$ cat src/rtl/core/multisense_sequencer_averager_defines.svh
// Assertion helpers for the RTL
`ifndef MULTISENSE_SEQUENCER_AVERAGER_DEFINES_SVH
`define MULTISENSE_SEQUENCER_AVERAGER_DEFINES_SVH

// same-cycle implication, checked outside reset
`define MSA_ASSERT_NOW(lbl, ante, cons, msg) \
  lbl: assert property (@(posedge clk) disable iff (!rst_n) (ante) |-> (cons)) else $error(msg);

// next-cycle implication, checked outside reset
`define MSA_ASSERT_NEXT(lbl, ante, cons, msg) \
  lbl: assert property (@(posedge clk) disable iff (!rst_n) (ante) |=> (cons)) else $error(msg);

`endif

$ cat src/rtl/core/msa_pkg.sv
`default_nettype none

package msa_pkg;

  localparam int VAL_W          = 10;
  localparam int BUDGET_W       = 8;
  localparam int CFG_IDX_W      = 2;
  localparam int LANES          = 6;
  localparam int CURRENT_WINDOW = 8;
  localparam int VOLTAGE_WINDOW = 8;
  localparam int MAX_WINDOW     = (CURRENT_WINDOW > VOLTAGE_WINDOW) ?
                                  CURRENT_WINDOW : VOLTAGE_WINDOW;
  localparam int SUM_W          = VAL_W + $clog2(MAX_WINDOW + 1);

  localparam logic [BUDGET_W-1:0]  BUDGET_ALWAYS   = BUDGET_W'(255);
  localparam logic [CFG_IDX_W-1:0] REG_TEMP_BUDGET = CFG_IDX_W'(0);
  localparam logic [CFG_IDX_W-1:0] REG_VOLT_BUDGET = CFG_IDX_W'(1);

  typedef logic [VAL_W-1:0]    val_t;
  typedef logic [BUDGET_W-1:0] budget_t;
  typedef logic [SUM_W-1:0]    sum_t;
  typedef sum_t [LANES-1:0]    sum_vec_t;

  typedef enum logic [1:0] {
    SEL_CUR0 = 2'd0,
    SEL_CUR1 = 2'd1,
    SEL_TEMP = 2'd2,
    SEL_VOLT = 2'd3
  } sel_t;

  // lanes 0..2 differences, 3..5 ground readings
  typedef struct packed {
    val_t [2:0] gnd;
    val_t [2:0] dif;
  } ring_item_t;

  typedef struct packed {
    logic                 en;
    logic [CFG_IDX_W-1:0] idx;
    budget_t              data;
  } cfg_wr_t;

  typedef struct packed {
    sel_t cur;
    sel_t nxt;
  } seq_status_t;

  function automatic val_t item_lane(ring_item_t it, int unsigned k);
    val_t v;
    if (k < 3) begin
      v = it.dif[k];
    end else begin
      v = it.gnd[k - 3];
    end
    return v;
  endfunction

  function automatic budget_t budget_dec(budget_t b);
    budget_t r;
    if (b != '0 && b != BUDGET_ALWAYS) begin
      r = b - budget_t'(1);
    end else begin
      r = b;
    end
    return r;
  endfunction

endpackage

`default_nettype wire

$ cat src/rtl/core/msa_cell.sv
`default_nettype none

module msa_cell
  import msa_pkg::*;
(
  input  wire logic       clk,
  input  wire logic       rst_n,
  input  wire logic       shift_en,
  input  wire ring_item_t d_in,
  output ring_item_t      d_out
);

  ring_item_t item_r;

  always_ff @(posedge clk) begin
    if (!rst_n) begin
      item_r <= '0;
    end else if (shift_en) begin
      item_r <= d_in;
    end
  end

  assign d_out = item_r;

endmodule

`default_nettype wire

$ cat src/rtl/core/msa_accum.sv
`default_nettype none

module msa_accum
  import msa_pkg::*;
(
  input  wire logic       clk,
  input  wire logic       rst_n,
  input  wire logic       en,
  input  wire ring_item_t add_in,
  input  wire ring_item_t drop_in,
  output sum_vec_t        sum_nxt
);

  sum_vec_t sum_r;

  always_comb begin
    for (int unsigned k = 0; k < LANES; k++) begin
      if (en) begin
        sum_nxt[k] = sum_r[k] - SUM_W'(item_lane(drop_in, k)) + SUM_W'(item_lane(add_in, k));
      end else begin
        sum_nxt[k] = sum_r[k];
      end
    end
  end

  always_ff @(posedge clk) begin
    if (!rst_n) begin
      sum_r <= '0;
    end else begin
      sum_r <= sum_nxt;
    end
  end

endmodule

`default_nettype wire

$ cat src/rtl/core/msa_seq.sv
`default_nettype none

module msa_seq
  import msa_pkg::*;
(
  input  wire logic    clk,
  input  wire logic    rst_n,
  input  wire logic    step,
  input  wire cfg_wr_t cfg,
  output seq_status_t status
);

  sel_t    sel_r, sel_nxt;
  budget_t temp_rem_r, temp_rem_nxt;
  budget_t volt_rem_r, volt_rem_nxt;
  logic    take_temp, take_volt;

  // next state
  always_comb begin
    case (sel_r)
      SEL_CUR0: sel_nxt = SEL_CUR1;
      SEL_CUR1: begin
        if (temp_rem_r != '0) begin
          sel_nxt = SEL_TEMP;
        end else if (volt_rem_r != '0) begin
          sel_nxt = SEL_VOLT;
        end else begin
          sel_nxt = SEL_CUR0;
        end
      end
      SEL_TEMP: sel_nxt = (volt_rem_r != '0) ? SEL_VOLT : SEL_CUR0;
      SEL_VOLT: sel_nxt = SEL_CUR0;
      default:  sel_nxt = SEL_CUR0;
    endcase
  end

  // budget usage
  always_comb begin
    take_temp = 1'b0;
    take_volt = 1'b0;
    case (sel_r)
      SEL_CUR1: begin
        take_temp = (temp_rem_r != '0);
        take_volt = (temp_rem_r == '0) && (volt_rem_r != '0);
      end
      SEL_TEMP: take_volt = (volt_rem_r != '0);
      default: begin
        take_temp = 1'b0;
        take_volt = 1'b0;
      end
    endcase
  end

  always_comb begin
    temp_rem_nxt = temp_rem_r;
    volt_rem_nxt = volt_rem_r;
    if (cfg.en && cfg.idx == REG_TEMP_BUDGET) begin
      temp_rem_nxt = cfg.data;
    end else if (step && take_temp) begin
      temp_rem_nxt = budget_dec(temp_rem_r);
    end
    if (cfg.en && cfg.idx == REG_VOLT_BUDGET) begin
      volt_rem_nxt = cfg.data;
    end else if (step && take_volt) begin
      volt_rem_nxt = budget_dec(volt_rem_r);
    end
  end

  always_ff @(posedge clk) begin
    if (!rst_n) begin
      sel_r      <= SEL_CUR0;
      temp_rem_r <= '0;
      volt_rem_r <= '0;
    end else begin
      if (step) begin
        sel_r <= sel_nxt;
      end
      temp_rem_r <= temp_rem_nxt;
      volt_rem_r <= volt_rem_nxt;
    end
  end

  assign status.cur = sel_r;
  assign status.nxt = sel_nxt;

endmodule

`default_nettype wire

$ cat src/rtl/core/multisense_sequencer_averager.sv
// Channel  Direction  Handshake             Payload
// in       input      in_valid / in_stall   in_master_ch0..2, in_slave_ch0..2
// out      output     out_valid / out_stall kind, next select, averages
// cfg      input      cfg_valid / cfg_ready cfg_index, cfg_data
//
// One transaction per cycle while in_stall is low; the output register
// holds each result from the cycle after its input is accepted. Averages come
// from running sums updated in the same cycle as their window cell chains shift.
// Synchronous active-low reset clears the window cells, sums and sequencer.
// in_stall follows out_stall only while the output register is full.
`default_nettype none
`include "multisense_sequencer_averager_defines.svh"

module multisense_sequencer_averager
  import msa_pkg::*;
(
  input  wire logic                 clk,
  input  wire logic                 rst_n,
  input  wire logic                 in_valid,
  output logic                      in_stall,
  input  wire logic [VAL_W-1:0]     in_master_ch0,
  input  wire logic [VAL_W-1:0]     in_master_ch1,
  input  wire logic [VAL_W-1:0]     in_master_ch2,
  input  wire logic [VAL_W-1:0]     in_slave_ch0,
  input  wire logic [VAL_W-1:0]     in_slave_ch1,
  input  wire logic [VAL_W-1:0]     in_slave_ch2,
  output logic                      out_valid,
  input  wire logic                 out_stall,
  output logic [1:0]                out_sampled_kind,
  output logic [1:0]                out_next_select,
  output logic                      out_average_valid,
  output logic [VAL_W-1:0]          out_avg_ch0,
  output logic [VAL_W-1:0]          out_avg_ch1,
  output logic [VAL_W-1:0]          out_avg_ch2,
  output logic [VAL_W-1:0]          out_gnd_avg_ch0,
  output logic [VAL_W-1:0]          out_gnd_avg_ch1,
  output logic [VAL_W-1:0]          out_gnd_avg_ch2,
  input  wire logic                 cfg_valid,
  output logic                      cfg_ready,
  input  wire logic [CFG_IDX_W-1:0] cfg_index,
  input  wire logic [BUDGET_W-1:0]  cfg_data
);

  logic        in_fire;
  logic        out_valid_r;
  cfg_wr_t     cfg_wr;
  seq_status_t seq_st;
  ring_item_t  new_item;
  ring_item_t  cur_item;
  logic        cur_push, volt_push;
  ring_item_t  cur_q  [CURRENT_WINDOW];
  ring_item_t  volt_q [VOLTAGE_WINDOW];
  sum_vec_t    cur_sum_nxt, volt_sum_nxt;
  val_t        master [3];
  val_t        slave  [3];
  val_t [LANES-1:0] avg_nxt;
  logic        avg_valid_nxt;

  sel_t             kind_r, next_r;
  logic             avg_valid_r;
  val_t [LANES-1:0] avg_r;

  assign in_stall  = out_valid_r && out_stall;
  assign in_fire   = in_valid && !in_stall;
  assign cfg_ready = 1'b1;
  assign cfg_wr    = '{en: cfg_valid, idx: cfg_index, data: cfg_data};

  msa_seq u_seq (
    .clk    (clk),
    .rst_n  (rst_n),
    .step   (in_fire),
    .cfg    (cfg_wr),
    .status (seq_st)
  );

  assign master[0] = in_master_ch0;
  assign master[1] = in_master_ch1;
  assign master[2] = in_master_ch2;
  assign slave[0]  = in_slave_ch0;
  assign slave[1]  = in_slave_ch1;
  assign slave[2]  = in_slave_ch2;

  always_comb begin
    for (int unsigned k = 0; k < 3; k++) begin
      new_item.dif[k] = (master[k] > slave[k]) ? (master[k] - slave[k]) : '0;
      new_item.gnd[k] = slave[k];
    end
    cur_item     = new_item;
    cur_item.gnd = '0;
  end

  assign cur_push  = in_fire && (seq_st.cur == SEL_CUR0);
  assign volt_push = in_fire && (seq_st.cur == SEL_VOLT);

  for (genvar i = 0; i < CURRENT_WINDOW; i++) begin : g_cur
    if (i == 0) begin : g_head
      msa_cell u_cell (
        .clk (clk), .rst_n (rst_n), .shift_en (cur_push),
        .d_in (cur_item), .d_out (cur_q[i])
      );
    end else begin : g_body
      msa_cell u_cell (
        .clk (clk), .rst_n (rst_n), .shift_en (cur_push),
        .d_in (cur_q[i-1]), .d_out (cur_q[i])
      );
    end
  end

  for (genvar i = 0; i < VOLTAGE_WINDOW; i++) begin : g_volt
    if (i == 0) begin : g_head
      msa_cell u_cell (
        .clk (clk), .rst_n (rst_n), .shift_en (volt_push),
        .d_in (new_item), .d_out (volt_q[i])
      );
    end else begin : g_body
      msa_cell u_cell (
        .clk (clk), .rst_n (rst_n), .shift_en (volt_push),
        .d_in (volt_q[i-1]), .d_out (volt_q[i])
      );
    end
  end

  msa_accum u_cur_acc (
    .clk     (clk),
    .rst_n   (rst_n),
    .en      (cur_push),
    .add_in  (cur_item),
    .drop_in (cur_q[CURRENT_WINDOW-1]),
    .sum_nxt (cur_sum_nxt)
  );

  msa_accum u_volt_acc (
    .clk     (clk),
    .rst_n   (rst_n),
    .en      (volt_push),
    .add_in  (new_item),
    .drop_in (volt_q[VOLTAGE_WINDOW-1]),
    .sum_nxt (volt_sum_nxt)
  );

  always_comb begin
    avg_nxt       = '0;
    avg_valid_nxt = 1'b0;
    case (seq_st.cur)
      SEL_CUR0: begin
        avg_valid_nxt = 1'b1;
        for (int unsigned k = 0; k < 3; k++) begin
          avg_nxt[k] = VAL_W'(cur_sum_nxt[k] / SUM_W'(CURRENT_WINDOW));
        end
      end
      SEL_VOLT: begin
        avg_valid_nxt = 1'b1;
        for (int unsigned k = 0; k < LANES; k++) begin
          avg_nxt[k] = VAL_W'(volt_sum_nxt[k] / SUM_W'(VOLTAGE_WINDOW));
        end
      end
      default: begin
        avg_valid_nxt = 1'b0;
        avg_nxt       = '0;
      end
    endcase
  end

  always_ff @(posedge clk) begin
    if (!rst_n) begin
      out_valid_r <= 1'b0;
    end else if (in_fire) begin
      out_valid_r <= 1'b1;
    end else if (!out_stall) begin
      out_valid_r <= 1'b0;
    end
  end

  always_ff @(posedge clk) begin
    if (in_fire) begin
      kind_r      <= seq_st.cur;
      next_r      <= seq_st.nxt;
      avg_valid_r <= avg_valid_nxt;
      avg_r       <= avg_nxt;
    end
  end

  assign out_valid         = out_valid_r;
  assign out_sampled_kind  = kind_r;
  assign out_next_select   = next_r;
  assign out_average_valid = avg_valid_r;
  assign out_avg_ch0       = avg_r[0];
  assign out_avg_ch1       = avg_r[1];
  assign out_avg_ch2       = avg_r[2];
  assign out_gnd_avg_ch0   = avg_r[3];
  assign out_gnd_avg_ch1   = avg_r[4];
  assign out_gnd_avg_ch2   = avg_r[5];

  `MSA_ASSERT_NEXT(a_no_avg_on_idle_kinds,
    in_fire && (seq_st.cur == SEL_CUR1 || seq_st.cur == SEL_TEMP),
    out_valid && !out_average_valid, "average flagged for current1/temperature")
  `MSA_ASSERT_NOW(a_avg_kind,
    out_valid && out_average_valid,
    out_sampled_kind == SEL_CUR0 || out_sampled_kind == SEL_VOLT,
    "average valid on wrong kind")
  `MSA_ASSERT_NEXT(a_volt_returns,
    in_fire && seq_st.cur == SEL_VOLT,
    seq_st.cur == SEL_CUR0, "sequence did not return to current0 after voltage")
  `MSA_ASSERT_NEXT(a_next_tracks,
    in_fire, seq_st.cur == out_next_select, "reported next select differs from sequencer")

endmodule

`default_nettype wire
$ cat config.mk
export PLATFORM = sky130hd
export DESIGN_NAME = multisense_sequencer_averager
export DESIGN_NICKNAME = d
export VERILOG_FILES = /design/src/rtl/core/msa_pkg.sv /design/src/rtl/core/msa_cell.sv /design/src/rtl/core/msa_accum.sv /design/src/rtl/core/msa_seq.sv /design/src/rtl/core/multisense_sequencer_averager.sv
export VERILOG_INCLUDE_DIRS = /design/src /design/src/rtl/core
export SDC_FILE = /design/constraint.sdc
export NUM_CORES = 2
export LEC_CHECK = 0
export BUFFER_PORTS_ARGS = -buffer_cell sky130_fd_sc_hd__buf_2
export CAP_MARGIN = 20
export CORE_MARGIN = 3
export CORE_UTILIZATION = 40
export DETAILED_ROUTE_END_ITERATION = 8
export PLACE_DENSITY = 0.57
export SLEW_MARGIN = 25
export SYNTH_ARGS = -nofsm -noshare
export SYNTH_HDL_FRONTEND = slang
export SYNTH_SLANG_ARGS = --single-unit
export TNS_END_PERCENT = 10
$ cat constraint.sdc
create_clock -name clk -period 4.9 [get_ports clk]
set_clock_uncertainty 0.2 [all_clocks]
set_input_delay 0.49 -clock clk [delete_from_list [all_inputs] [get_ports clk]]
set_output_delay 0.49 -clock clk [all_outputs]
set_load 0.05 [all_outputs]
==> flow_summary_export.csv <==
group,metric,value,unit
outcome,outcome,"finished clean",
worst_hold_path,whs_endpoint,"g_volt[0].g_head.u_cell.d_out[31]$_SDFFE_PN0P_",
synthesis,syn_nets,5450,
floorplan,start_util,0.406,
synthesis,synth_common_cells,"nand2_1, dfxtp_1, a21oi_1",
worst_hold_path,min_path_type,"in -> reg",
clocking,clock_latency,0.68,ns
worst_setup_path,cp_top_family,"simple AND/OR/NAND/NOR gates",
synthesis,ys_ff_latch,921,
worst_setup_path,max_stage_delay,0.55,ns
worst_setup_path,crit_fanout,8,
floorplan,rows,117,
grt,grt_pass1_wl,172000,um
drt,drtIter0Drc,2500,
timing,hold_viol_final,0,
synthesis,yosysSeqAreaShare,0.460,
timing,worstMarginPinSlew,0.973,ns
grt,antenna_found_initial,4,
worst_setup_path,crit_type,"in -> reg",
grt,track_usage,0.198,
drt,drt-wirelength-per-cell,15.8,um
synthesis,synth_top_cell_area_share,0.413,
power_and_ir_drop,total_power,21400,uW
worst_setup_path,critPathRequiredTime,5.12,ns
worst_setup_path,crit_chain,"dlygate4sd3_1 -> buf_2 -> clkinvlp_4 -> ha_4 -> inv_1 -> o21bai_2 -> a21oi_4 -> or3_1 -> buf_4 -> fa_1 -> inv_1 -> ha_1 -> or4_1 -> o211ai_2 -> a211oi_1 -> or3_1 -> a21oi_2 -> xnor2_1 -> o22ai_1",
drt,route.detailed.drc,0,
floorplan,io_pins,143,
timing,fin_ws,0.179,ns
clocking,cts.clk_slew.worst_paths,0.06,ns
synthesis,yosys_warnings,0,
synthesis,synth_cell_types,93,
synthesis,synth_edf_count,65,
worst_setup_path,crit_path_start_kind,"primary input",
run,cap_violations,0,
place,dp_cells,6657,
worst_setup_path,r2r-start,"u_volt_acc.sum_r[57]$_SDFFE_PN0P_",
worst_setup_path,critPathArrivalTime,4.95,ns
timing,post-route-period-util,0.964,
floorplan,die_w,328,um
power_and_ir_drop,leakage,0.0186,uW
place,io_buffer_count,141,
worst_hold_path,whs_path_depth,4,
place,gp_congestion,0.891,
floorplan,die_area,108000,um^2
cells_and_area,layout.nets,5759,
grt,grt_max_degree,138,
clocking,cts_max_level,3,
timing,slew_headroom,0.352,
cells_and_area,drive_gt1_frac,0.126,
floorplan,die_h,328,um
timing,rsz0062_at_grt,"yes",
worst_setup_path,ff2ff_setup_slack,1.17,ns
power_and_ir_drop,ir_drop,0.260,mV
timing,slew_violations,0,
drt,vias,34400,
power_and_ir_drop,p_per_area,432,nW/um^2
timing,fmax,0.212,GHz
place,pre_cts_ws,-0.540,ns
clocking,cts.sinks,921,
drt,vias_per_cell,5.00,
synthesis,synth_area,41500,um^2
synthesis,synth_area_leaders,"dfxtp_1, nand2_1, a21oi_1",
worst_setup_path,ff2ff_path_depth,11,
floorplan,core,102000,um^2
synthesis,async_reset_ff_frac,0,
worst_setup_path,endpoint_kind,"flip-flop",
synthesis,yosysMostFrequentCell,"nand2_1",
drt,wl,109000,um
drt,firstDrtPassIters,6,
timing,min_period,4.72,ns
timing,setup_viol,0,
cells_and_area,stdcell_count,6886,
clocking,numCtsBuffers,100,
timing,tns,0,ns
worst_setup_path,slowest_stage,"or4_1",
synthesis,synth-main-ff-cell,"dfxtp_1",
clocking,cts_max_path_buffers,3,
worst_setup_path,path_buf_inv,6,
grt,grt_overflow,0,
worst_setup_path,r2r_end,"out_gnd_avg_ch1[8]$_SDFFCE_PP0P_",
synthesis,synth_top_area_cell,"dfxtp_1",
drt,ant_nets,0,
synthesis,synth_area_per_cell,8.10,um^2
grt,grt_pass1_vias,31300,
clocking,root_buffer,"clkbuf_16",
synthesis,synth_cells,5126,
clocking,cts_tree,"done",
worst_hold_path,min_from,"in_slave_ch0[1]",
place,hpwl,73900,um
cells_and_area,area_growth_syn_to_layout,19.1,%
==> sequential cells by signal, summed over array words and instances, names as in the netlist <==
register,count
u_seq.sel_r,2
g_cur.g_head.u_cell.d_out,30
g_cur.g_body.u_cell.d_out,210
out_avg_ch1,10
out_next_select,2
out_avg_ch0,10
u_seq.volt_rem_r,8
out_average_valid,1
u_volt_acc.sum_r,78
out_sampled_kind,2
out_gnd_avg_ch0,10
out_gnd_avg_ch1,10
u_cur_acc.sum_r,39
u_seq.temp_rem_r,8
out_avg_ch2,10
out_valid,1
g_volt.g_body.u_cell.d_out,420
g_volt.g_head.u_cell.d_out,60
out_gnd_avg_ch2,10
==> worst min-delay path, stage by stage <==
cell and delay, ns:
buf_2 0.13, buf_4 0.14, nand2_1 0.05, a21oi_1 0.05
==> placed cells by master (no fill, tap or decap), types with 20 or more instances in the layout <==
cell type | Yosys | layout
clkbuf_1 | 240 | 22
dlygate4sd3_1 | 0 | 38
clkbuf_16 | 0 | 103
and2_1 | 24 | 24
dfxtp_1 | 856 | 856
a31oi_1 | 21 | 20
a211oi_1 | 31 | 29
inv_1 | 358 | 355
xor2_1 | 44 | 44
o21a_1 | 25 | 25
nor2b_1 | 32 | 31
nor2_1 | 149 | 146
nand2_1 | 1474 | 1471
nor3_1 | 29 | 28
a21o_1 | 44 | 44
nand2b_1 | 22 | 22
ha_1 | 160 | 158
or3_1 | 31 | 28
xnor2_1 | 74 | 74
buf_4 | 2 | 317
o21ai_0 | 140 | 138
fa_1 | 89 | 89
a21oi_1 | 814 | 810
nand3_1 | 102 | 102
buf_2 | 51 | 139
edfxtp_1 | 65 | 65
==> area by class of cell <==
cell class                      count  area [um^2]
Antenna cell                        2         5.00
Clock buffer                      139         2850
Timing Repair Buffer              513         3830
Clock inverter                     44          557
Sequential cell                   921        19100
Tap cell                         1368         1710
Multi-Input combinational cell   3540        20000
Fill cell                       10000        52900
Inverter                          359         1360
==> how the worst max path moves through the flow <==
stage                                start                        to  slack [ns]  depth (start not counted)
after floorplan           in_master_ch1[0]  out_avg_ch1[9]$_DFFE_PP_       0.008                         20
after global placement     in_slave_ch1[0]  out_avg_ch1[9]$_DFFE_PP_       -0.51                         20
after detailed placement   in_slave_ch1[0]  out_avg_ch1[9]$_DFFE_PP_       -0.54                         20
after CTS                  in_slave_ch0[3]  out_avg_ch0[9]$_DFFE_PP_        0.01                         21
after global routing       in_slave_ch0[3]  out_avg_ch0[9]$_DFFE_PP_       -0.02                         22
final                      in_slave_ch1[8]  out_avg_ch1[9]$_DFFE_PP_        0.18                         19
==> where the power goes <==
group	internal, uW	switching (uW)	total [uW]
registers	7840	160	8000
clock network	4530	3200	7720
logic	2520	3100	5630
==> through the flow <==
stage	cell area, um^2	utilization	hold WS [ns]
2_1_floorplan	41500	-	0.232
3_3_place_gp	45400	0.444	0.236
3_5_place_dp	45400	0.444	0.241
4_1_cts	49200	0.481	0.00712
5_1_grt	49400	0.483	0.0382
6_report	49400	0.483	0.0475
==> logic make-up after synthesis <==
| family | Yosys count | synth area share |
|---|---|---|
| flops | 921 | 0.460 |
| simple gates | 1942 | 0.193 |
| mux | 14 | 0.00350 |
| buf+inv | 665 | 0.0619 |
| fa+ha+maj | 249 | 0.0912 |
| other cells | 1 | 0.0000903 |
| compound gates | 1216 | 0.165 |
| xor+xnor | 118 | 0.0249 |
==> layer usage <==
metal / track usage / vias to the layer above / share of wire / wire, um
met5: 0 / - / 0.00012 / 13
met4: 0.0644 / 2 / 0.029 / 3200
met3: 0.0316 / 156 / 0.052 / 5660
met2: 0.305 / 615 / 0.44 / 48000
met1: 0.282 / 16100 / 0.48 / 52200
li1: - / 17500 / - / -
==> what timing repair did <==
action	CTS	global route
hold buffers	38	0
resized for setup	0	31
setup endpoints to repair	0	35
buffers inserted	0	6
endpoints found under the hold margin	45	0
Note: power is estimated with default switching activity, not from simulation.
